[config.mk]
export PLATFORM = sky130hd
export DESIGN_NAME = button_press_classifier
export DESIGN_NICKNAME = d
export VERILOG_FILES = /design/src/hdl/bpc_pkg.sv /design/src/hdl/button_press_classifier.sv
export SDC_FILE = /design/constraint.sdc
export NUM_CORES = 1
export LEC_CHECK = 0
export ABC_AREA = 1
export BUFFER_PORTS_ARGS = -buffer_cell sky130_fd_sc_hd__clkbuf_2
export CAP_MARGIN = 20
export CORE_UTILIZATION = 64
export CTS_BUF_LIST = sky130_fd_sc_hd__clkbuf_8
export DETAILED_ROUTE_END_ITERATION = 10
export PLACE_DENSITY = 0.89
export SLEW_MARGIN = 20
export SYNTH_ARGS = -nofsm -noshare
export SYNTH_HDL_FRONTEND = slang
export SYNTH_SLANG_ARGS = --single-unit
[constraint.sdc]
create_clock -name clk -period 8 [get_ports clk]
set_clock_uncertainty 0.2 [all_clocks]
set_input_delay 0.4 -clock clk [delete_from_list [all_inputs] [get_ports clk]]
set_output_delay 0.4 -clock clk [all_outputs]
set_load 0.01 [all_outputs]
[src/hdl/bpc_pkg.sv]
// ----------------------------------------------------------------------------
// bpc_pkg
// Shared widths, register map, reset values and event codes of the button
// press classifier.
// ----------------------------------------------------------------------------
package bpc_pkg;

    localparam int TIMER_BITS = 16;
    localparam int CFG_BITS   = 16;
    localparam int ADDR_BITS  = 4;
    localparam int DATA_BITS  = 32;

    typedef logic [TIMER_BITS-1:0] timer_t;
    typedef logic [CFG_BITS-1:0]   cfg_t;
    typedef logic [1:0]            event_kind_t;

    localparam event_kind_t EV_SINGLE = 2'd0;
    localparam event_kind_t EV_DOUBLE = 2'd1;
    localparam event_kind_t EV_LONG   = 2'd2;
    localparam event_kind_t EV_UNUSED = 2'd3;

    localparam logic [ADDR_BITS-1:0] ADDR_DEBOUNCE   = 4'h0;
    localparam logic [ADDR_BITS-1:0] ADDR_DOUBLE_GAP = 4'h4;
    localparam logic [ADDR_BITS-1:0] ADDR_LONG_PRESS = 4'h8;

    localparam cfg_t DEBOUNCE_RESET   = 16'd50;
    localparam cfg_t DOUBLE_GAP_RESET = 16'd400;
    localparam cfg_t LONG_PRESS_RESET = 16'd2000;

    function automatic timer_t sat_inc(input timer_t v);
        timer_t r;
        if (v == {TIMER_BITS{1'b1}})
        begin
            r = v;
        end
        else
        begin
            r = v + timer_t'(1);
        end
        return r;
    endfunction

endpackage

[src/hdl/button_press_classifier.sv]
// ----------------------------------------------------------------------------
// button_press_classifier
// Classifies active-low button presses sampled once per tick into single,
// double and long press events, with an APB register port for the timings.
// ----------------------------------------------------------------------------
// output: a result item is registered and shown on m_tvalid in the cycle after
// the input item that causes it is accepted
// throughput: one input item per cycle; s_tready drops only while a result
// item waits in the output register and m_tready is low
// reset: rst_n clears all press state and the output valid flag and loads the
// register defaults (debounce 50, double gap 400, long press 2000)
module button_press_classifier
    import bpc_pkg::*;
(
    input  logic                 clk,
    input  logic                 rst_n,
    input  logic                 s_tvalid,
    output logic                 s_tready,
    input  logic [7:0]           s_tdata,   // [0] button_level, [7:1] zero
    output logic                 m_tvalid,
    input  logic                 m_tready,
    output logic [7:0]           m_tdata,   // [1:0] event_kind, [7:2] zero
    input  logic                 psel,
    input  logic                 penable,
    input  logic                 pwrite,
    input  logic [ADDR_BITS-1:0] paddr,
    input  logic [DATA_BITS-1:0] pwdata,
    output logic [DATA_BITS-1:0] prdata,
    output logic                 pready
);

    cfg_t        debounce_reg, double_gap_reg, long_press_reg;
    logic        held_reg, held_next;
    timer_t      hold_count_reg, hold_count_next;
    logic        await_reg, await_next;
    timer_t      idle_count_reg, idle_count_next;
    logic        long_rep_reg, long_rep_next;
    logic        m_valid_reg, m_valid_next;
    event_kind_t m_kind_reg, m_kind_next;

    logic        accept;
    logic        pressed;
    timer_t      hold_inc;
    timer_t      idle_inc;
    logic        result;
    event_kind_t result_kind;
    logic        cfg_write;

    assign pready    = 1'b1;
    assign cfg_write = psel && penable && pwrite;

    always_ff @(posedge clk or negedge rst_n)
    begin
        if (!rst_n)
        begin
            debounce_reg   <= DEBOUNCE_RESET;
            double_gap_reg <= DOUBLE_GAP_RESET;
            long_press_reg <= LONG_PRESS_RESET;
        end
        else if (cfg_write)
        begin
            if (paddr == ADDR_DEBOUNCE)
            begin
                debounce_reg <= pwdata[CFG_BITS-1:0];
            end
            if (paddr == ADDR_DOUBLE_GAP)
            begin
                double_gap_reg <= pwdata[CFG_BITS-1:0];
            end
            if (paddr == ADDR_LONG_PRESS)
            begin
                long_press_reg <= pwdata[CFG_BITS-1:0];
            end
        end
    end

    always_comb
    begin
        unique case (paddr)
            ADDR_DEBOUNCE:   prdata = DATA_BITS'(debounce_reg);
            ADDR_DOUBLE_GAP: prdata = DATA_BITS'(double_gap_reg);
            ADDR_LONG_PRESS: prdata = DATA_BITS'(long_press_reg);
            default:         prdata = '0;
        endcase
    end

    assign s_tready = !m_valid_reg || m_tready;
    assign accept   = s_tvalid && s_tready;
    assign pressed  = !s_tdata[0];
    assign hold_inc = sat_inc(hold_count_reg);
    assign idle_inc = sat_inc(idle_count_reg);

    // press state update and classification of one item
    always_comb
    begin
        held_next       = held_reg;
        hold_count_next = hold_count_reg;
        await_next      = await_reg;
        idle_count_next = idle_count_reg;
        long_rep_next   = long_rep_reg;
        result          = 1'b0;
        result_kind     = EV_SINGLE;

        if (held_reg)
        begin
            hold_count_next = hold_inc;
            if (!pressed)
            begin
                held_next       = 1'b0;
                idle_count_next = '0;
                if (long_rep_reg)
                begin
                    long_rep_next = 1'b0;
                end
                else if (hold_inc < debounce_reg)
                begin
                    result = 1'b0;
                end
                else if (hold_inc >= long_press_reg)
                begin
                    await_next  = 1'b0;
                    result      = 1'b1;
                    result_kind = EV_LONG;
                end
                else if (await_reg)
                begin
                    await_next  = 1'b0;
                    result      = 1'b1;
                    result_kind = EV_DOUBLE;
                end
                else
                begin
                    await_next = 1'b1;
                end
            end
            else if (!long_rep_reg && hold_inc >= long_press_reg)
            begin
                long_rep_next = 1'b1;
                await_next    = 1'b0;
                result        = 1'b1;
                result_kind   = EV_LONG;
            end
        end
        else if (pressed)
        begin
            held_next       = 1'b1;
            hold_count_next = '0;
            long_rep_next   = 1'b0;
            // zero long time reports on the press tick itself
            if (long_press_reg == '0)
            begin
                long_rep_next = 1'b1;
                await_next    = 1'b0;
                result        = 1'b1;
                result_kind   = EV_LONG;
            end
        end
        else if (await_reg)
        begin
            idle_count_next = idle_inc;
            if (idle_inc >= double_gap_reg)
            begin
                await_next  = 1'b0;
                result      = 1'b1;
                result_kind = EV_SINGLE;
            end
        end
    end

    always_comb
    begin
        m_valid_next = m_valid_reg;
        m_kind_next  = m_kind_reg;
        if (m_valid_reg && m_tready)
        begin
            m_valid_next = 1'b0;
        end
        if (accept && result)
        begin
            m_valid_next = 1'b1;
            m_kind_next  = result_kind;
        end
    end

    always_ff @(posedge clk or negedge rst_n)
    begin
        if (!rst_n)
        begin
            held_reg       <= 1'b0;
            hold_count_reg <= '0;
            await_reg      <= 1'b0;
            idle_count_reg <= '0;
            long_rep_reg   <= 1'b0;
            m_valid_reg    <= 1'b0;
        end
        else
        begin
            if (accept)
            begin
                held_reg       <= held_next;
                hold_count_reg <= hold_count_next;
                await_reg      <= await_next;
                idle_count_reg <= idle_count_next;
                long_rep_reg   <= long_rep_next;
            end
            m_valid_reg <= m_valid_next;
        end
    end

    always_ff @(posedge clk)
    begin
        m_kind_reg <= m_kind_next;
    end

    assign m_tvalid = m_valid_reg;
    assign m_tdata  = {6'd0, m_kind_reg};

endmodule

==> impl_metrics.py, run 1 <==
metrics = {
    "outcome": {
        "status": "finished, final reports clean",
    },
    "timing": {
        "slew_violations": 0,
        "slew_headroom_pct": 32.7,
        "rsz0062_at_grt": "no",
        "finalWorstSetupSlack_ns": 3.97,
        "tightest_slew_ns": 1.01,
        "finalHoldViolCount": 0,
        "setup_violations": 0,
        "fmax_mhz": 248,
        "final.min_clock_period_ns": 4.03,
        "setup_tns_ns": 0,
        "finalCritPeriodShare_pct": 50.3,
    },
    "power_and_ir_drop": {
        "total_leakage_power_nw": 3.24,
        "ir_worst_vdd_v": 0.000160,
        "p_per_area_nw_per_um2": 201,
    },
    "setup_path": {
        "cpPeakStageDelay_ns": 0.43,
        "worst-path-max-fanout": 5,
        "start_kind": "flop",
        "endpoint_kind": "flop",
        "criticalPathCategory": "reg2reg",
        "cp_data_required_time_ns": 7.88,
        "critPathBufInv": 3,
        "cpMaxStageDelayCell": "dfrtp_1",
        "path_delay_family": "simple AND/OR/NAND/NOR gates",
        "crit_chain": "ha_1, nand3_1, nor2_2, nand2_2, nand3_4, nor3_4, nand3_2, nor2_2, nand2_2, nor2_2, xor2_1, inv_1, ha_1, nand4_1, nor2_1, nand3_1, nand3_1, nand2_1, o21ai_0, inv_1, nand2_1, nand2_1, inv_1",
        "cp.arrival_ns": 3.91,
    },
    "route": {
        "drt_pass1_iterations": 6,
        "wire_per_inst_um": 15.5,
        "routed_via_density": 5.75,
        "drtIter0Drc": 422,
        "wl_um": 14200,
        "drc": 0,
        "ant_nets": 0,
        "vias": 5284,
    },
    "layout": {
        "fin_nets": 906,
        "final_layout_size_suffix_gt1_share_pct": 13.2,
        "multi_input_comb_area_um2": 2950,
        "area_growth_pct": 7.89,
        "antennaDiodeCount": 0,
        "fin_area_um2": 6280,
        "fillers": 666,
        "seq_area_um2": 2180,
    },
    "global_route": {
        "grt.met3_usage_pct": 4.17,
        "grt_busiest_layer": "met2",
        "grt_max_degree": 85,
        "grt_pass1_wl_um": 24000,
        "grt_usage_pct": 31.3,
        "grt-ovfl-total": 0,
        "grt_pass1_vias": 5214,
        "use_met2_pct": 52.2,
        "met1_usage_pct": 40.4,
        "antenna_found_initial": 0,
    },
    "placed_design": {
        "place_hpwl_um": 10600,
        "dpl_cell_area_um2": 6050,
        "detailedPlace.worstSlack_ns": 4.06,
        "gp_congestion": 0.910,
        "port_buffers": 47,
    },
    "clock_network": {
        "cts_root_buffer": "clkbuf_8",
        "cts_made_buffers": 9,
        "clock-sinks": 86,
        "cts_tree": "done",
        "cts_resized": 0,
        "ctsLongestPathBuffers": 2,
        "worst_skew_pair.late_latency_ns": 0.36,
        "clk_pin_slew_worst_paths_ns": 0.10,
        "htree_num_levels": 3,
    },
    "logic_synthesis": {
        "synth-simple-area-share_pct": 21.5,
        "ys_ff_latch": 86,
        "synth-warning-count": 0,
        "synthAdderAreaFrac_pct": 10.5,
        "ys_seq_area_share_pct": 37.4,
        "synthXorXnorAreaFrac_pct": 2.41,
        "netlist_area_um2": 5820,
        "yosysUniqueCellTypes": 40,
        "synthCells": 764,
        "synth_compound_area_share_pct": 14.7,
        "synth_top_family_by_area": "simple AND/OR/NAND/NOR gates",
        "syn_area_per_cell_um2": 7.62,
        "muxShareOfSynthArea_pct": 0,
    },
    "floorplan": {
        "coreArea_um2": 8760,
        "die_area_um2": 9480,
        "die_h_um": 97.4,
        "dieWidth_um": 97.4,
        "io-pin-count": 94,
        "start_util_pct": 66.4,
        "rows": 34,
    },
    "hold_path": {
        "holdCritPathClass": "in2reg",
    },
    "run": {
        "drv_cap": 0,
    },
}
## layout by cell type, fill, tap and decap left out, drive strengths merged, types with 2 or more instances in the layout
| cell type | instances |
|---|---|
| nor3 | 16 |
| clkbuf | 57 |
| nand3 | 31 |
| and3 | 2 |
| edfxtp | 2 |
| dfrtp | 72 |
| o221ai | 15 |
| nor4 | 6 |
| o22ai | 15 |
| dfstp | 12 |
| o21ai | 84 |
| inv | 146 |
| a211oi | 2 |
| nor2 | 38 |
| buf | 2 |
| nand2 | 172 |
| nand4 | 10 |
| o32ai | 2 |
| xor2 | 16 |
| conb | 23 |
| ha | 49 |
| clkinv | 2 |
| a21oi | 29 |
## layout make-up
type	count	share of cell area, %
inverters	145	8.67
flip-flops and latches	86	34.7
clock inverters	5	1.02
well taps	108	2.15
repair buffers	49	4.12
clock buffers	11	2.41
multi-input cells	515	47.0
## metal layers
metal | wire, um | share of wire, %
met4 | 523 | 3.7
met3 | 843 | 5.9
met5 | 0 | 0
met2 | 6850 | 48
met1 | 5990 | 42
## metrics by stage
step           std cells  util (%)  power [mW]  hold WS [ns]
2_1_floorplan        785         -       0.815       -0.0956
3_3_place_gp         902      69.0       0.893         0.268
3_5_place_dp         902      69.0       0.924         0.273
4_1_cts              918      71.5        1.26        0.0599
5_1_grt              919      71.7        1.34        0.0690
6_report             919      71.7        1.26        0.0641
## cells in the mapped netlist (all sizes together)
cell type    n  share of area [%]
dfstp       12                5.4
clkinv       1              0.064
inv        144                9.3
buf         23                3.0
nor4         6               0.75
nor2        38                2.7
o221ai      15                2.3
nand2      172                 11
o211ai       1               0.13
edfxtp       2                1.0
or2          1               0.11
clkbuf      16                1.0
dfrtp       72                 31
o21a         1               0.13
nand4       10                1.2
nor3        16                2.0
and2         1               0.11
xor2        16                2.4
a211oi       2               0.26
o22ai       15                1.6
ha          49                 11
conb         2               0.13
o32ai        2               0.30
a21oi       29                2.6
o21ai       84                7.2
nand3       31                3.1
o221a        1               0.19
and3         2               0.21
## power breakdown
part	leakage, nW	internal (mW)	switching (mW)
Clock	0.107	0.164	0.169
Sequential	1.12	0.497	0.0484
Combinational	2.01	0.132	0.252
## kinds of logic after synthesis
| logic type | after synthesis |
|---|---|
| other cells | 2 |
| simple gates | 277 |
| xor+xnor | 16 |
| flops | 86 |
| fa+ha+maj | 49 |
| compound gates | 150 |
| buf+inv | 184 |
## worst register-to-register path: cells and delay by family, from the launching register on
family,cells,cell delay [ns]
simple gates,16,1.87
fa+ha+maj,2,0.58
flops,1,0.43
buf+inv,3,0.27
xor+xnor,1,0.22
compound gates,1,0.17
## path summary, 6_finish.rpt
check	from	end	slack [ns]	depth (start not counted)
min reg2reg	double_gap_reg[2]	double_gap_reg[2]	0.29	2
max in group asynchronous	rst_n	debounce_reg[15]	6.60	2
min	pwdata[6]	long_press_reg[6]	0.06	3
min in group asynchronous	rst_n	hold_count_reg[4]	0.42	2
max reg2reg	hold_count_reg[0]	m_kind_reg[0]	3.97	23
max	hold_count_reg[0]	m_kind_reg[0]	3.97	23
## what timing repair did
item                                   in CTS  in global routing
setup buffers                               0                  0
endpoints found under the hold margin       0                 72
hold buffers                                0                  1
No activity file was read; power rests on OpenSTA's default activity.
==> run 2: changes to the inputs <==
CORE_UTILIZATION = 53   (was 64)
PLACE_DENSITY = 0.79   (was 0.89)
clock period = 3.34 ns   (was 8 ns; I/O delays follow)
==> run 2 against run 1 <==
- the run now ends with negative setup slack left
- die area increased by 20%
- sequential power increased by 140%
- worst hold slack gained 0.16 ns
- critical path type unchanged
- critical endpoint is now m_kind_reg[1]
- sequential share of layout area fell by 4.5 points
- first-iteration DRC count down 20%
- cell count grew 13%
- fmax increased by 13%
- worst setup slack lost 4.2 ns
- critical path depth is 1 lower
- total power grew 150%
- design area up 15%
- non-clock buffer count rose by 90
==> impl_metrics.py, run 2 (same netlist as run 1, synthesis figures left out) <==
metrics = {
    "hold_path": {
        "holdCritPathClass": "in2async",
    },
    "route": {
        "drc": 0,
        "routed_via_density": 5.46,
        "wl_um": 15700,
        "drtIter0Drc": 337,
        "ant_nets": 0,
        "drt_pass1_iterations": 5,
        "wire_per_inst_um": 15.1,
        "vias": 5661,
    },
    "clock_network": {
        "ctsLongestPathBuffers": 2,
        "cts_root_buffer": "clkbuf_8",
        "htree_num_levels": 3,
        "clock-sinks": 86,
        "cts_made_buffers": 9,
        "worst_skew_pair.late_latency_ns": 0.37,
        "clk_pin_slew_worst_paths_ns": 0.09,
        "cts_tree": "done",
    },
    "timing": {
        "setup_tns_ns": -1.04,
        "setup_violations": 7,
        "finalCritPeriodShare_pct": 107,
        "final.min_clock_period_ns": 3.56,
        "slew_violations": 0,
        "fmax_mhz": 281,
        "holdWs_ns": 0.226,
        "finalWorstSetupSlack_ns": -0.223,
        "finalHoldViolCount": 0,
        "slew_headroom_pct": 33.3,
        "tightest_slew_ns": 0.998,
        "rsz0062_at_grt": "yes",
    },
    "floorplan": {
        "die_h_um": 107,
        "start_util_pct": 55.4,
        "rows": 37,
        "io-pin-count": 94,
        "die_area_um2": 11400,
        "dieWidth_um": 107,
        "coreArea_um2": 10500,
    },
    "layout": {
        "final_cell_mix": "nand2_1 (160), inv_1 (134), o21ai_0 (76)",
        "final_layout_size_suffix_gt1_share_pct": 23.3,
        "multi_input_comb_area_um2": 3140,
        "antennaDiodeCount": 0,
        "area_growth_pct": 23.9,
        "seq_area_um2": 2180,
        "final_common_cell": "nand2_1",
        "fin_util_pct": 68.6,
        "fillers": 798,
        "fin_nets": 996,
    },
    "global_route": {
        "grt_pass1_vias": 5534,
        "antenna_found_initial": 0,
        "grt_max_degree": 85,
        "grt_usage_pct": 28.2,
        "grt_pass1_wl_um": 25300,
        "grt-ovfl-total": 0,
    },
    "setup_path": {
        "criticalPathCategory": "reg2reg",
        "worst-path-max-fanout": 3,
        "cp.arrival_ns": 3.47,
        "timing.rr.end": "m_kind_reg[1]",
        "reg2reg_from": "hold_count_reg[1]",
        "ff2ff_path_depth": 22,
        "reg2reg_slack_ns": -0.22,
        "cp_data_required_time_ns": 3.25,
        "endpoint_kind": "flop",
        "start_kind": "flop",
    },
    "placed_design": {
        "detailedPlace.worstSlack_ns": -0.221,
        "port_buffers": 47,
        "place_hpwl_um": 11200,
        "gp_congestion": 0.929,
    },
    "power_and_ir_drop": {
        "p_total_mw": 3.12,
        "p_per_area_nw_per_um2": 433,
        "total_leakage_power_nw": 3.70,
        "ir_worst_vdd_v": 0.000238,
    },
    "outcome": {
        "status": "complete, but fails checks",
        "violations": "negative setup slack",
    },
    "run": {
        "drv_cap": 0,
    },
}
run 2: cell types whose count changed in the layout (fill, tap and decap cells not counted), moves of 4 or more:
cell and delta:
nand2_2 +5, nand3_2 +5, ha_1 -6, dlygate4sd3_1 +18, nand3_1 -5, nand2_1 -6, ha_4 +5, buf_4 +70
o21ai_1 +4, o21ai_0 -4
run 2: cell type report:
| type | count | area share, % |
|---|---|---|
| timing repair buffer | 139 | 13.7 |
| sequential | 86 | 30.2 |
| multi-input combinational | 515 | 43.5 |
| tap | 136 | 2.36 |
| inverter | 145 | 7.58 |
| clock inverter | 6 | 0.746 |
| clock buffer | 10 | 1.91 |
run 2: worst max-delay path by stage:
| stage | start | endpoint | slack [ns] | cells past startpoint |
|---|---|---|---|---|
| final | hold_count_reg[1] | m_kind_reg[1] | -0.22 | 22 |
| after floorplan | hold_count_reg[0] | m_kind_reg[0] | 0.02 | 23 |
| after global placement | idle_count_reg[0] | m_kind_reg[0] | -0.12 | 21 |
| after detailed placement | hold_count_reg[0] | m_kind_reg[1] | -0.22 | 22 |
| after global routing | hold_count_reg[1] | m_kind_reg[1] | -0.38 | 21 |
| after CTS | hold_count_reg[1] | m_kind_reg[1] | -0.08 | 22 |
run 2: worst max-delay path, stage by stage, from the launching register on:
cell and delay [ns]:
dfrtp_1 0.40, ha_2 0.21, nand3_2 0.08, nor2_2 0.05, nand2_2 0.08, buf_4 0.11, buf_4 0.10, nand2_1 0.05
nor2_1 0.16, nand2_2 0.12, nor2_2 0.14, xor2_2 0.23, ha_1 0.28, nand2_1 0.07, nor2_1 0.05, nor3_1 0.15
nand2_1 0.08, nand2_1 0.07, nand3_2 0.12, buf_4 0.17, buf_4 0.14, nand3_1 0.11, a21oi_1 0.11
run 2: power breakdown:
part / internal, mW / leakage (nW) / switching, mW / total [mW]
clock network: 0.304 / 0.0954 / 0.417 / 0.721
logic: 0.438 / 2.48 / 0.670 / 1.11
registers: 1.19 / 1.12 / 0.107 / 1.30
run 2: routing by layer:
layer	GRT usage [%]	wire length, um	share of wire, %	up-vias
li1	-	-	-	2715
met2	46.5	7480	48	247
met3	3.28	1060	6.7	40
met5	0	0	0	-
met4	12.0	475	3.0	0
met1	37.7	6690	43	2659
run 2: through the flow:
step	instance area, um2	std cells
after detailed placement	6520	988
after global routing	7210	1037
after CTS	7080	1032
after global placement	6520	988
after floorplan	5910	785
final	7210	1037
run 2: what timing repair did:
| action | CTS | global route |
|---|---|---|
| cloned | 0 | 0 |
| hold buffers | 19 | 0 |
| pin swaps | 19 | 12 |
| endpoints found under the hold margin | 122 | 0 |
| setup endpoints to repair | 7 | 7 |
| setup buffers | 9 | 5 |
| gates resized for setup | 21 | 22 |
==> run 3: changes to the inputs <==
REMOVE_ABC_BUFFERS = 1   (was default)
==> run 3 against run 2 <==
- the flow still finishes with violations (negative setup slack)
- worst hold slack lost 0.074 ns
- first-iteration DRC count grew 2.1%
- worst setup slack better by 0.068 ns
- design area fell by 0.95%
- combinational power hardly changed
- non-clock buffer count decreased by 11
- sequential cell count is the same
- critical path type unchanged
==> impl_metrics.py, run 3 (same netlist as run 1, synthesis figures left out) <==
metrics = {
    "outcome": {
        "status": "complete, but fails checks",
        "violations": "negative setup slack",
    },
    "hold_path": {
        "holdCritPathClass": "in2reg",
    },
    "setup_path": {
        "critPathBufInv": 3,
        "reg2reg_slack_ns": -0.15,
        "cpPeakStageDelay_ns": 0.40,
        "timing.rr.end": "m_kind_reg[1]",
        "ff2ff_path_depth": 23,
        "cp.arrival_ns": 3.40,
        "cp_num_cells": 23,
        "cp_data_required_time_ns": 3.25,
        "start_kind": "flop",
        "crit_chain": "ha_2, nand3_2, nor2_2, nand2_2, nand3_4, nor3_4, nand3_2, nor2_2, nand2_2, nor2_2, xor2_1, inv_2, ha_4, nand4_1, nor2_2, nand3_2, nand3_4, nand2_2, o21ai_1, inv_1, nand2_1, nand2_2, inv_2",
        "criticalPathCategory": "reg2reg",
        "crit_end": "m_kind_reg[1]",
        "cpMaxStageDelayCell": "dfrtp_1",
        "worst-path-max-fanout": 3,
        "worst_setup_path_startpoint": "hold_count_reg[1]",
        "endpoint_kind": "flop",
        "path_delay_family": "simple AND/OR/NAND/NOR gates",
        "reg2reg_from": "hold_count_reg[1]",
    },
    "timing": {
        "slew_violations": 0,
        "finalCritPeriodShare_pct": 105,
        "rsz0062_at_grt": "yes",
        "slew_headroom_pct": 34.3,
        "finalWorstSetupSlack_ns": -0.154,
        "tightest_slew_ns": 0.984,
        "final.min_clock_period_ns": 3.49,
        "finalHoldViolCount": 0,
        "fmax_mhz": 286,
        "holdWs_ns": 0.152,
        "setup_violations": 6,
    },
    "layout": {
        "fin_util_pct": 68.0,
        "antennaDiodeCount": 0,
        "final_cell_mix": "nand2_1 (161), inv_1 (134), o21ai_0 (75)",
        "final_common_cell": "nand2_1",
        "fin_nets": 985,
        "final_layout_size_suffix_gt1_share_pct": 22.2,
        "area_growth_pct": 22.7,
    },
    "clock_network": {
        "ctsLongestPathBuffers": 2,
        "cts_root_buffer": "clkbuf_8",
        "htree_num_levels": 3,
        "clk_pin_slew_worst_paths_ns": 0.10,
        "worst_skew_pair.late_latency_ns": 0.37,
        "cts_made_buffers": 9,
        "clock-sinks": 86,
        "cts_tree": "done",
    },
    "route": {
        "wl_um": 15300,
        "ant_nets": 0,
        "drt_pass1_iterations": 5,
        "routed_via_density": 5.45,
        "drc": 0,
        "drtIter0Drc": 344,
        "wire_per_inst_um": 14.9,
        "vias": 5594,
    },
    "floorplan": {
        "io-pin-count": 94,
        "die_area_um2": 11400,
        "die_h_um": 107,
        "dieWidth_um": 107,
        "start_util_pct": 55.4,
        "coreArea_um2": 10500,
        "rows": 37,
    },
    "power_and_ir_drop": {
        "p_per_area_nw_per_um2": 459,
        "ir_worst_vdd_v": 0.000237,
        "total_leakage_power_nw": 3.68,
    },
    "global_route": {
        "grt_usage_pct": 28.6,
        "antenna_found_initial": 0,
        "grt_pass1_wl_um": 25500,
        "grt-ovfl-total": 0,
        "grt_pass1_vias": 5588,
        "grt_max_degree": 85,
    },
    "placed_design": {
        "gp_congestion": 0.895,
        "place_hpwl_um": 11000,
        "port_buffers": 47,
    },
    "run": {
        "drv_cap": 0,
    },
}
==> run 3: changes by cell type in the layout (fill, tap and decap cells not counted), sizes merged <==
| cell | change |
|---|---|
| buf | -11 |
| bufinv | +2 |
| clkinv | -2 |
| clkbuf | -1 |
| clkinvlp | +1 |
==> run 3: cell type report <==
class                   instances  area (um2)
inverters                     145         544
flip-flops and latches         86        2180
fillers                       821        3360
multi-input cells             515        3130
clock inverters                 7         104
clock buffers                   9         124
well taps                     136         170
repair buffers                128         897
==> run 3: report_power, final <==
part,total (mW),internal (mW),switching [mW]
Combinational,1.11,0.433,0.678
Clock,0.866,0.432,0.434
Sequential,1.30,1.19,0.112
Total,3.28,2.05,1.22
==> run 3: worst min path at each step <==
stage | startpoint | slack (ns) | depth (start not counted) | end
after global placement | rst_n | 0.22 | 1 | idle_count_reg[3]
after global routing | s_tvalid | 0.20 | 3 | held_reg
after floorplan | rst_n | -0.33 | 0 | await_reg
after CTS | s_tvalid | 0.13 | 3 | held_reg
after detailed placement | rst_n | 0.23 | 1 | idle_count_reg[3]
final | s_tvalid | 0.15 | 3 | held_reg
==> run 3: what timing repair did <==
action / in CTS / in global routing
pin swaps: 19 / 13
endpoints found under the setup margin: 7 / 7
endpoints found under the hold margin: 122 / 0
gates resized for setup: 25 / 16
buffers inserted: 6 / 4
hold buffers: 19 / 0
==> run 3: through the flow <==
step / instance area [um2] / total power [mW] / TNS, ns / worst slack, ns / instances
floorplan: 5670 / 1.93 / -0.0400 / -0.0200 / 746
global placement: 6470 / 2.23 / -0.140 / -0.0699 / 981
detailed placement: 6470 / 2.29 / -1.00 / -0.260 / 981
CTS: 7040 / 3.21 / -0.435 / -0.128 / 1022
global route: 7140 / 3.49 / -2.25 / -0.382 / 1026
finish: 7140 / 3.28 / -0.636 / -0.154 / 1026
==> run 3: routing by layer <==
metal	up-vias	GRT usage [%]	wire length, um
met2	224	46.8	7380
met3	38	4.32	916
li1	2694	-	-
met1	2638	36.8	6500
met5	-	0	0
met4	0	14.5	493
==> run 3: tightest hold or removal path: stages <==
cell	delay (ns)
clkbuf_2	0.08
nand2_1	0.31
o21ai_0	0.13
